## config.mk

```make
export PLATFORM = sky130hd
export DESIGN_NAME = dual_thermocouple_fusion_median
export DESIGN_NICKNAME = d
export VERILOG_FILES = /design/src/hw/rtl/dtf_pkg.sv /design/src/hw/rtl/dtf_median.sv /design/src/hw/rtl/dual_thermocouple_fusion_median.sv
export SDC_FILE = /design/constraint.sdc
export NUM_CORES = 2
export LEC_CHECK = 0
export ABC_AREA = 1
export ABC_CLOCK_PERIOD_IN_PS = 16050
export BUFFER_PORTS_ARGS = -buffer_cell sky130_fd_sc_hd__buf_2
export CORE_MARGIN = 2
export CORE_UTILIZATION = 60
export DETAILED_ROUTE_END_ITERATION = 10
export PLACE_DENSITY = 0.77
export SYNTH_ARGS = -nofsm -noshare
export SYNTH_HDL_FRONTEND = slang
export SYNTH_SLANG_ARGS = --single-unit
export TNS_END_PERCENT = 100
```

## constraint.sdc

```tcl
create_clock -name clk -period 16.05 [get_ports clk]
set_input_delay 0.8025 -clock clk [delete_from_list [all_inputs] [get_ports clk]]
set_output_delay 0.8025 -clock clk [all_outputs]
set_load 0.05 [all_outputs]
```

## src/hw/rtl/dtf_pkg.sv

```systemverilog
package dtf_pkg;

  typedef enum logic [2:0] {
    SRC_BOTH     = 3'd0,
    SRC_FAST     = 3'd1,
    SRC_SLOW     = 3'd2,
    SRC_HELD     = 3'd3,
    SRC_FALLBACK = 3'd4
  } source_t;

  // configuration register indexes
  localparam logic CFG_TIMEOUT  = 1'b0;
  localparam logic CFG_FALLBACK = 1'b1;

  localparam logic [15:0]        TIMEOUT_RESET  = 16'd3000;
  localparam logic signed [15:0] FALLBACK_RESET = 16'sd4800;

  // band limits in percent
  localparam logic signed [23:0] BAND_SCALE = 24'sd100;
  localparam logic signed [23:0] BAND_LOW   = 24'sd85;
  localparam logic signed [23:0] BAND_HIGH  = 24'sd115;

  // weighted mix: floor((3*slow + 2*fast + 2) / 5), done on a biased positive value
  localparam logic signed [19:0] WEIGHT_SLOW = 20'sd3;
  localparam logic signed [19:0] WEIGHT_FAST = 20'sd2;
  localparam logic signed [19:0] MIX_BIAS    = 20'sd200002;
  localparam logic [17:0]        MIX_UNBIAS  = 18'd40000;
  localparam logic [39:0]        DIV5_MULT   = 40'd838861;
  localparam int                 DIV5_SHIFT  = 22;

endpackage

```

## src/hw/rtl/dtf_median.sv

```systemverilog
module dtf_median #(
  parameter int WINDOW = 5
) (
  input  logic signed [15:0] win [WINDOW],
  output logic signed [15:0] median
);

  localparam int RANK_W = $clog2(WINDOW + 1);
  localparam int K_LO   = (WINDOW - 1) / 2;
  localparam int K_HI   = WINDOW / 2;

  logic [RANK_W-1:0]  rank [WINDOW];
  logic signed [15:0] sel_lo;
  logic signed [15:0] sel_hi;
  logic signed [16:0] mid_sum;

  // rank of each entry; ties broken by position so every rank is unique
  always_comb begin
    for (int i = 0; i < WINDOW; i++) begin
      rank[i] = '0;
      for (int j = 0; j < WINDOW; j++) begin
        if ((win[j] < win[i]) || ((j < i) && (win[j] == win[i]))) begin
          rank[i] = rank[i] + RANK_W'(1);
        end
      end
    end
  end

  always_comb begin
    sel_lo = '0;
    sel_hi = '0;
    for (int i = 0; i < WINDOW; i++) begin
      if (rank[i] == RANK_W'(K_LO)) begin
        sel_lo = sel_lo | win[i];
      end
      if (rank[i] == RANK_W'(K_HI)) begin
        sel_hi = sel_hi | win[i];
      end
    end
  end

  // odd window: both picks are the same entry, so the mean is that entry
  assign mid_sum = 17'(sel_lo) + 17'(sel_hi);
  assign median  = 16'(mid_sum >>> 1);

endmodule

```

## src/hw/rtl/dual_thermocouple_fusion_median.sv

```systemverilog
// An input beat passes through the input register and then the result register.
// Throughput: one sample per cycle while out_stall is low; fusion, window write and median are
// combinational between the input register and the result register.
// Reset (rst, synchronous): window, median history, write index and timer cleared;
// registers back to 3000 ms timeout and 4800 fallback.
module dual_thermocouple_fusion_median #(
  parameter int WINDOW = 5
) (
  input  logic               clk,
  input  logic               rst,

  input  logic               cfg_write_en,
  input  logic               cfg_index,
  input  logic [15:0]        cfg_data,

  input  logic               in_valid,
  output logic               in_stall,
  input  logic signed [15:0] fast_raw,
  input  logic signed [15:0] slow_raw,
  input  logic               fast_comm_fail,
  input  logic               fast_open,
  input  logic               fast_short,
  input  logic               slow_comm_fail,
  input  logic               slow_open,
  input  logic               slow_short,
  input  logic [31:0]        now_ms,

  output logic               out_valid,
  input  logic               out_stall,
  output logic signed [15:0] filtered_temp,
  output logic signed [15:0] fused_temp,
  output logic [2:0]         source
);

  localparam int IDX_W = (WINDOW > 1) ? $clog2(WINDOW) : 1;

  // configuration
  logic [15:0]        timeout;
  logic signed [15:0] fallback;

  // input register
  logic               in_full;
  logic signed [15:0] fast_q;
  logic signed [15:0] slow_q;
  logic               fast_flag_q;
  logic               slow_flag_q;
  logic [31:0]        now_q;

  // state
  logic signed [15:0] last_filtered;
  logic signed [15:0] window [WINDOW];
  logic [IDX_W-1:0]   write_index;
  logic [IDX_W-1:0]   write_index_next;
  logic [31:0]        timer_start;

  // result register
  logic signed [15:0] filtered_q;
  logic signed [15:0] fused_q;
  dtf_pkg::source_t   source_q;

  logic               take;
  logic               advance;

  logic signed [23:0] fast_pct;
  logic signed [23:0] slow_pct;
  logic signed [23:0] last_lo;
  logic signed [23:0] last_hi;
  logic               fast_bad;
  logic               slow_bad;
  logic signed [19:0] mix_biased;
  logic [39:0]        mix_prod;
  logic [17:0]        mix_quot;
  logic signed [15:0] mix;
  logic [31:0]        elapsed;
  logic signed [15:0] fused;
  dtf_pkg::source_t   src;
  logic signed [15:0] win_new [WINDOW];
  logic signed [15:0] median;

  assign advance  = in_full && (!out_valid || !out_stall);
  assign in_stall = in_full && !advance;
  assign take     = in_valid && !in_stall;

  // tolerance band around the last median
  always_comb begin
    fast_pct = 24'(fast_q) * dtf_pkg::BAND_SCALE;
    slow_pct = 24'(slow_q) * dtf_pkg::BAND_SCALE;
    last_lo  = 24'(last_filtered) * dtf_pkg::BAND_LOW;
    last_hi  = 24'(last_filtered) * dtf_pkg::BAND_HIGH;
    fast_bad = fast_flag_q && ((fast_pct < last_lo) || (fast_pct > last_hi));
    slow_bad = slow_flag_q && ((slow_pct < last_lo) || (slow_pct > last_hi));
  end

  // weighted mix, rounded half up; divide by 5 through a reciprocal multiply
  always_comb begin
    mix_biased = 20'(slow_q) * dtf_pkg::WEIGHT_SLOW
               + 20'(fast_q) * dtf_pkg::WEIGHT_FAST
               + dtf_pkg::MIX_BIAS;
    mix_prod   = 40'(unsigned'(mix_biased)) * dtf_pkg::DIV5_MULT;
    mix_quot   = mix_prod[dtf_pkg::DIV5_SHIFT +: 18];
    mix        = 16'(mix_quot - dtf_pkg::MIX_UNBIAS);
  end

  assign elapsed = now_q - timer_start;

  always_comb begin
    if (fast_bad && slow_bad) begin
      if (elapsed >= 32'(timeout)) begin
        fused = fallback;
        src   = dtf_pkg::SRC_FALLBACK;
      end else begin
        fused = last_filtered;
        src   = dtf_pkg::SRC_HELD;
      end
    end else if (slow_bad) begin
      fused = fast_q;
      src   = dtf_pkg::SRC_FAST;
    end else if (fast_bad) begin
      fused = slow_q;
      src   = dtf_pkg::SRC_SLOW;
    end else begin
      fused = mix;
      src   = dtf_pkg::SRC_BOTH;
    end
  end

  always_comb begin
    for (int i = 0; i < WINDOW; i++) begin
      win_new[i] = (write_index == IDX_W'(i)) ? fused : window[i];
    end
    if (write_index == IDX_W'(WINDOW - 1)) begin
      write_index_next = '0;
    end else begin
      write_index_next = write_index + IDX_W'(1);
    end
  end

  dtf_median #(
    .WINDOW (WINDOW)
  ) u_median (
    .win    (win_new),
    .median (median)
  );

  // control and state
  always_ff @(posedge clk) begin
    if (rst) begin
      timeout       <= dtf_pkg::TIMEOUT_RESET;
      fallback      <= dtf_pkg::FALLBACK_RESET;
      in_full       <= 1'b0;
      out_valid     <= 1'b0;
      last_filtered <= '0;
      write_index   <= '0;
      timer_start   <= '0;
      for (int i = 0; i < WINDOW; i++) begin
        window[i] <= '0;
      end
    end else begin
      if (cfg_write_en) begin
        unique case (cfg_index)
          dtf_pkg::CFG_TIMEOUT:  timeout  <= cfg_data;
          dtf_pkg::CFG_FALLBACK: fallback <= cfg_data;
        endcase
      end
      in_full <= take || (in_full && !advance);
      if (advance) begin
        out_valid     <= 1'b1;
        last_filtered <= median;
        write_index   <= write_index_next;
        for (int i = 0; i < WINDOW; i++) begin
          window[i] <= win_new[i];
        end
        if (!(fast_bad && slow_bad)) begin
          timer_start <= now_q;
        end
      end else if (!out_stall) begin
        out_valid <= 1'b0;
      end
    end
  end

  // payload registers
  always_ff @(posedge clk) begin
    if (take) begin
      fast_q      <= fast_raw;
      slow_q      <= slow_raw;
      fast_flag_q <= fast_comm_fail || fast_open || fast_short || (fast_raw == 16'sd0);
      slow_flag_q <= slow_comm_fail || slow_open || slow_short || (slow_raw == 16'sd0);
      now_q       <= now_ms;
    end
    if (advance) begin
      filtered_q <= median;
      fused_q    <= fused;
      source_q   <= src;
    end
  end

  assign filtered_temp = filtered_q;
  assign fused_temp    = fused_q;
  assign source        = 3'(source_q);

endmodule
```

==> Word level (Yosys, flattened, before mapping) <==
Memories as Yosys holds them, arrays and structs flattened.
Index checks and enable logic that the tools add are counted.
W data, S select, Z words.
{ "word_totals": {"ram_bits": 80, "in_bits": 92, "reg_bits": 186, "mem_count": 1} }
{ "mem_list": {"columns": ["memory", "words", "word_bits", "read_ports", "rd_ports_with_merged_regs", "wr", "line", "text"], "rows": [
  ["window", 5, 16, 5, 0, 5, "dual_thermocouple_fusion_median.sv:51", "logic signed [15:0] window [WINDOW];"]
]} }
{ "op_classes": {"n_bitwise": 11, "multipliers": 6, "n_addsub": 26, "n_lt_le_gt_ge": 30, "eq_ne": 20, "muxes": 56, "n_reduce_logical": 36} }
{ "op_table": {"columns": ["op", "count"], "rows": [
  ["$lt A16 B16 Y1", 25],
  ["$mux W16", 19],
  ["$eq A16 B16 Y1", 10],
  ["$mux W3", 23],
  ["$or A16 B16 Y16", 4],
  ["$add A3 B1 Y3 const B", 21],
  ["$gt A24 B24 Y1", 2],
  ["$lt A24 B24 Y1", 2],
  ["$mul A16 B8 Y24 const B", 2],
  ["$mul A16 B6 Y22 const B", 2],
  ["$mul A20 B20 Y38 const B", 1],
  ["$ge A32 B16 Y1", 1],
  ["$logic_not A16 Y1", 2],
  ["$sub A32 B32 Y32", 1],
  ["$eq A3 B2 Y1 const B", 7],
  ["$add A19 B17 Y20", 1],
  ["$add A20 B19 Y20 const B", 1],
  ["$logic_or A1 B1 Y1", 20],
  ["$mul A16 B3 Y19 const B", 1],
  ["$add A16 B16 Y17", 1],
  ["$sub A16 B16 Y16 const B", 1],
  ["$mux W1", 12],
  ["$logic_and A1 B1 Y1", 6],
  ["$reduce_and A2 Y1", 3],
  ["8 further kinds", 17]
]} }

==> Logic depth before layout (Yosys ltp) <==
{ "depth": {"depth_word": 30, "depth_mapped": 85, "ltp_nobuf": 84} }

==> Modules after synthesis <==
A second synthesis with hierarchy kept.
{ "hier_totals": {"hier_cells": 5094, "hier_area_um2": 38963.6} }
{ "by_module_without_submodules": {"columns": ["module", "instances", "cells_per_inst", "seq_area_each_um2", "area_each_um2"], "rows": [
  ["dual_thermocouple_fusion_median", 1, 4157, 7136.8, 33319.5],
  ["dtf_median", 1, 937, 0.0, 5644.2]
]} }

==> Worst setup path before layout <==
Ideal clock, no wire load.
{ "synth_path": {"kind": "reg2reg", "startpoint": "register slow_q[7]", "endpoint": "register filtered_q[12], in the netlist filtered_temp[12], data pin", "path_stages_with_launch": 75, "setup_ps": 129, "slack_ps": 3190, "required_time_ps": 15921, "n_path_buf": 1, "arrival_time_ps": 12731, "period_less_slack_ps": 12860, "cell_sequence": "edfxtp_1 -> ha_1 -> fa_1 -> inv_1 -> fa_1 -> ha_1 -> nand2_1 -> nor3_1 -> nand2_1 -> nand2_1 -> a21oi_1 -> o21bai_1 -> a21oi_1 -> o21bai_1 -> nand3_1 -> nand2_1 -> a21oi_1 -> o21bai_1 -> [39 not listed] -> o21ai_1 -> o2111ai_1 -> xor2_1 -> inv_1 -> a21oi_1 -> inv_1 -> ha_1 -> or2_2 -> nand2_1 -> inv_1 -> ha_1 -> nand2_1 -> xnor2_1 -> a21boi_1 -> clkbuf_1 -> nand3_1 -> nand3_1 -> or2_1"} }
{ "synth_rtl": {"columns": ["item", "line", "text"], "rows": [
  ["start, declared", "dual_thermocouple_fusion_median.sv:44", "logic signed [15:0] slow_q;"],
  ["start signal, assigned", "dual_thermocouple_fusion_median.sv:186", "slow_q <= slow_raw;"],
  ["end signal, assigned", "dual_thermocouple_fusion_median.sv:192", "filtered_q <= median;"],
  ["end, declared", "dual_thermocouple_fusion_median.sv:57", "logic signed [15:0] filtered_q;"]
]} }

==> key figures <==
Outcome
  – Outcome: finished, final reports clean

Worst hold path
  – Hold Path Depth: 1
  – Hold Crit Class: in -> reg

Run
  – # Max-Cap Violations: 0

Placed design
  – Port bufs: 128
  – Placement Cell Area: 39,500 sq um
  – DP HPWL: 87,800 microns
  – Placer congestion estimate: 1.00

Timing
  – RSZ-0062 raised after global routing: no
  – Minimum clock period: 14.95 ns
  – Final Max Tran Viols: 0
  – Setup Skew: 0.0137 ns
  – Final Cycle Share: 93.2%
  – Setup total negative slack: 0 ns
  – FMAX: 66.9 MHz
  – Final setup vio count: 0
  – Final Hold Viols: 0
  – Worst Max-Slew Pin Slew: 1.12 ns
  – Slew HR: 25.1%

Setup path
  – R2R cell count: 73
  – CP max FO: 16
  – Top cell by count, worst path: nand2_1
  – Setup crit start kind: flip-flop
  – Data arrival, critical path: 15.44 ns
  – CP max stage cell: nor2_2
  – Critical path class: reg -> reg
  – CP Capture Type: flip-flop
  – Worst Path Required: 16.53 ns
  – Worst stage delay on the critical path: 0.85 ns

Floorplanning
  – Core area: 62,700 sq um
  – Die Area: 65,200 sq um
  – Row cnt: 92
  – I/O pins: 129
  – Starting density of the core: 60.4%
  – Die Span X: 255 microns
  – Die Ht: 255 microns

Clock tree
  – CTS Buf Count: 31
  – Setup Buffers After CTS: 0
  – CTS tree: yes
  – Clk buf depth: 3
  – Worst-Skew Late Latency: 0.61 ns
  – # resized after CTS: 0
  – Hold_buf cts: 0
  – Clock sink total: 266
  – Clk root buf: clkbuf_16
  – H-tree levels: 1
  – Clk slew on worst S/H paths: 0.06 ns

Finish
  – Layout cells sized above 1: 6.85%
  – Layout area overhead: 6.83%
  – Diode count: 0
  – Final Cell Area: 40,500 sq um
  – Nets@finish: 6,070

Synth
  – Register area share after synthesis: 18.8%
  – Synth Area in Compound Gates: 8.81%
  – Mapped cell area: 37,900 sq um
  – Post-synthesis simple-gate area fraction: 19.5%
  – Synth warnings: 0
  – Largest family of logic cells by synthesized area: adder cells
  – Post-synth ARST share: 0%
  – Synth Register Bits: 266
  – Post-synthesis adder-cell area fraction: 38.4%
  – Mux cell area share after synthesis: 0%
  – Synth Area per Inst: 7.81 sq um
  – Syn nets: 5,951
  – Post-synth EDFFs: 181
  – Cells after Synth: 4,848
  – Predominant post-synthesis flop cell: edfxtp_1
  – Xor and xnor area share after synthesis: 3.05%
  – Distinct cells, synth: 58

Route
  – Drt drc: 0
  – Final WL: 105,000 microns
  – Via Count: 32,300
  – Wirelength per Cell: 18.1 microns
  – 1st-iter DRT viols: 2,751
  – Via density: 5.53
  – Initial DRT Pass Iterations: 6
  – Routed Antenna Nets: 0

Global routing
  – Vias in the first global route: 31,200
  – Global-route wire length before repair: 166,000 microns
  – Initial antenna violation count: 2
  – GRT Util Overall: 32.8%
  – GRT overflow: 0
  – Pin count of the biggest net entering global routing: 66
final timing paths:
check | from | end | slack [ns]
worst max-delay path | slow_q[6] | filtered_temp[0] | 1.10
worst min-delay path | now_ms[7] | now_q[7] | 0.36
worst max register to register | slow_q[6] | filtered_temp[0] | 1.10
worst min register to register | timer_start[26] | timer_start[26] | 0.46
worst max-delay path: cells and delay by family, from the launching register on:
kind	cells	cell delay (ns)
xor gates and xnor gates	2	0.70
and+or+nand+nor	33	4.70
buffers and inverters	13	1.08
DFF	1	0.47
AOI/OAI and AO/OA	9	1.76
adders and majority gates	16	6.09
per-layer routing:
metal | up-vias | wire length [microns] | track usage (%)
met3 | 230 | 7930 | 4.42
met2 | 1143 | 46500 | 53.1
met1 | 15100 | 46100 | 44.5
met4 | 0 | 4930 | 13.4
li1 | 15900 | - | -
met5 | - | 0 | 0
logic make-up after synthesis:
| logic type | Yosys count |
|---|---|
| XOR/XNOR | 131 |
| buffers and inverters | 1139 |
| flip-flops | 266 |
| AO/OA/AOI/OAI | 600 |
| AND/OR/NAND/NOR | 1701 |
| adder cells (fa/ha/maj) | 1011 |
synth_stat cells (all sizes together), types with 7 or more instances:
cell type	count	share of area [%]
a211oi	7	0.14
a21o	10	0.20
a21oi	297	3.9
a31oi	14	0.23
and2	7	0.12
buf	14	0.20
clkbuf	46	0.46
dfxtp	85	4.5
edfxtp	181	14
fa	254	13
ha	757	25
inv	1078	11
nand2	931	9.4
nand3	254	3.4
nand3b	13	0.26
nand4	52	0.86
nor2	290	2.9
nor3	41	0.62
nor4	20	0.33
o211ai	33	0.65
o21ai	175	2.3
o21bai	32	0.63
or2	89	1.5
xnor2	37	0.86
xor2	94	2.2
stage by stage:
step | hold WS, ns | setup slack, ns | instances | utilization, %
finish | 0.363 | 1.10 | 5838 | 64.5
global route | 0.348 | 0.0132 | 5838 | 64.5
CTS | 0.336 | 1.25 | 5838 | 64.5
detailed placement | 0.451 | 1.26 | 5780 | 62.9
global placement | 0.444 | 1.72 | 5780 | 62.9
floorplan | 0.433 | 3.19 | 4848 | -
sequential cells by signal (all words and copies together) (netlist names):
| signal | flops |
|---|---|
| window | 80 |
| now_q | 32 |
| timer_start | 32 |
| fallback | 16 |
| fast_q | 16 |
| filtered_temp | 16 |
| fused_temp | 16 |
| last_filtered | 16 |
| slow_q | 16 |
| timeout | 16 |
| source | 3 |
| write_index | 3 |
| fast_flag_q | 1 |
| in_full | 1 |
| out_valid | 1 |
| slow_flag_q | 1 |
layout make-up:
type,instances,area [sq um]
inverters,1079,4050
clock buffers,43,883
repair buffers,146,776
fillers,5524,22300
flip-flops and latches,266,7140
multi-input cells,3443,26500
clock inverters,15,98.8
well taps,846,1060
placed cells by master (no fill, tap or decap), drive strengths merged, types with 5 or more instances in the layout:
master / count
nand3b: 13
a211oi: 7
or2: 89
inv: 1082
buf: 146
fa: 254
nor2: 290
edfxtp: 181
o21bai: 32
o31ai: 5
ha: 757
a21oi: 297
nand2: 931
o211ai: 33
nand4: 52
xnor2: 37
a31oi: 14
nor4: 20
a21o: 10
nand3: 254
clkbuf: 43
o21a: 5
dfxtp: 85
xor2: 94
o21ai: 175
clkinv: 12
and2: 7
nor3: 41
Power is left out: the tool's default activity adds up to more than one toggle a clock period on the data nets, which glitch-free logic cannot reach.
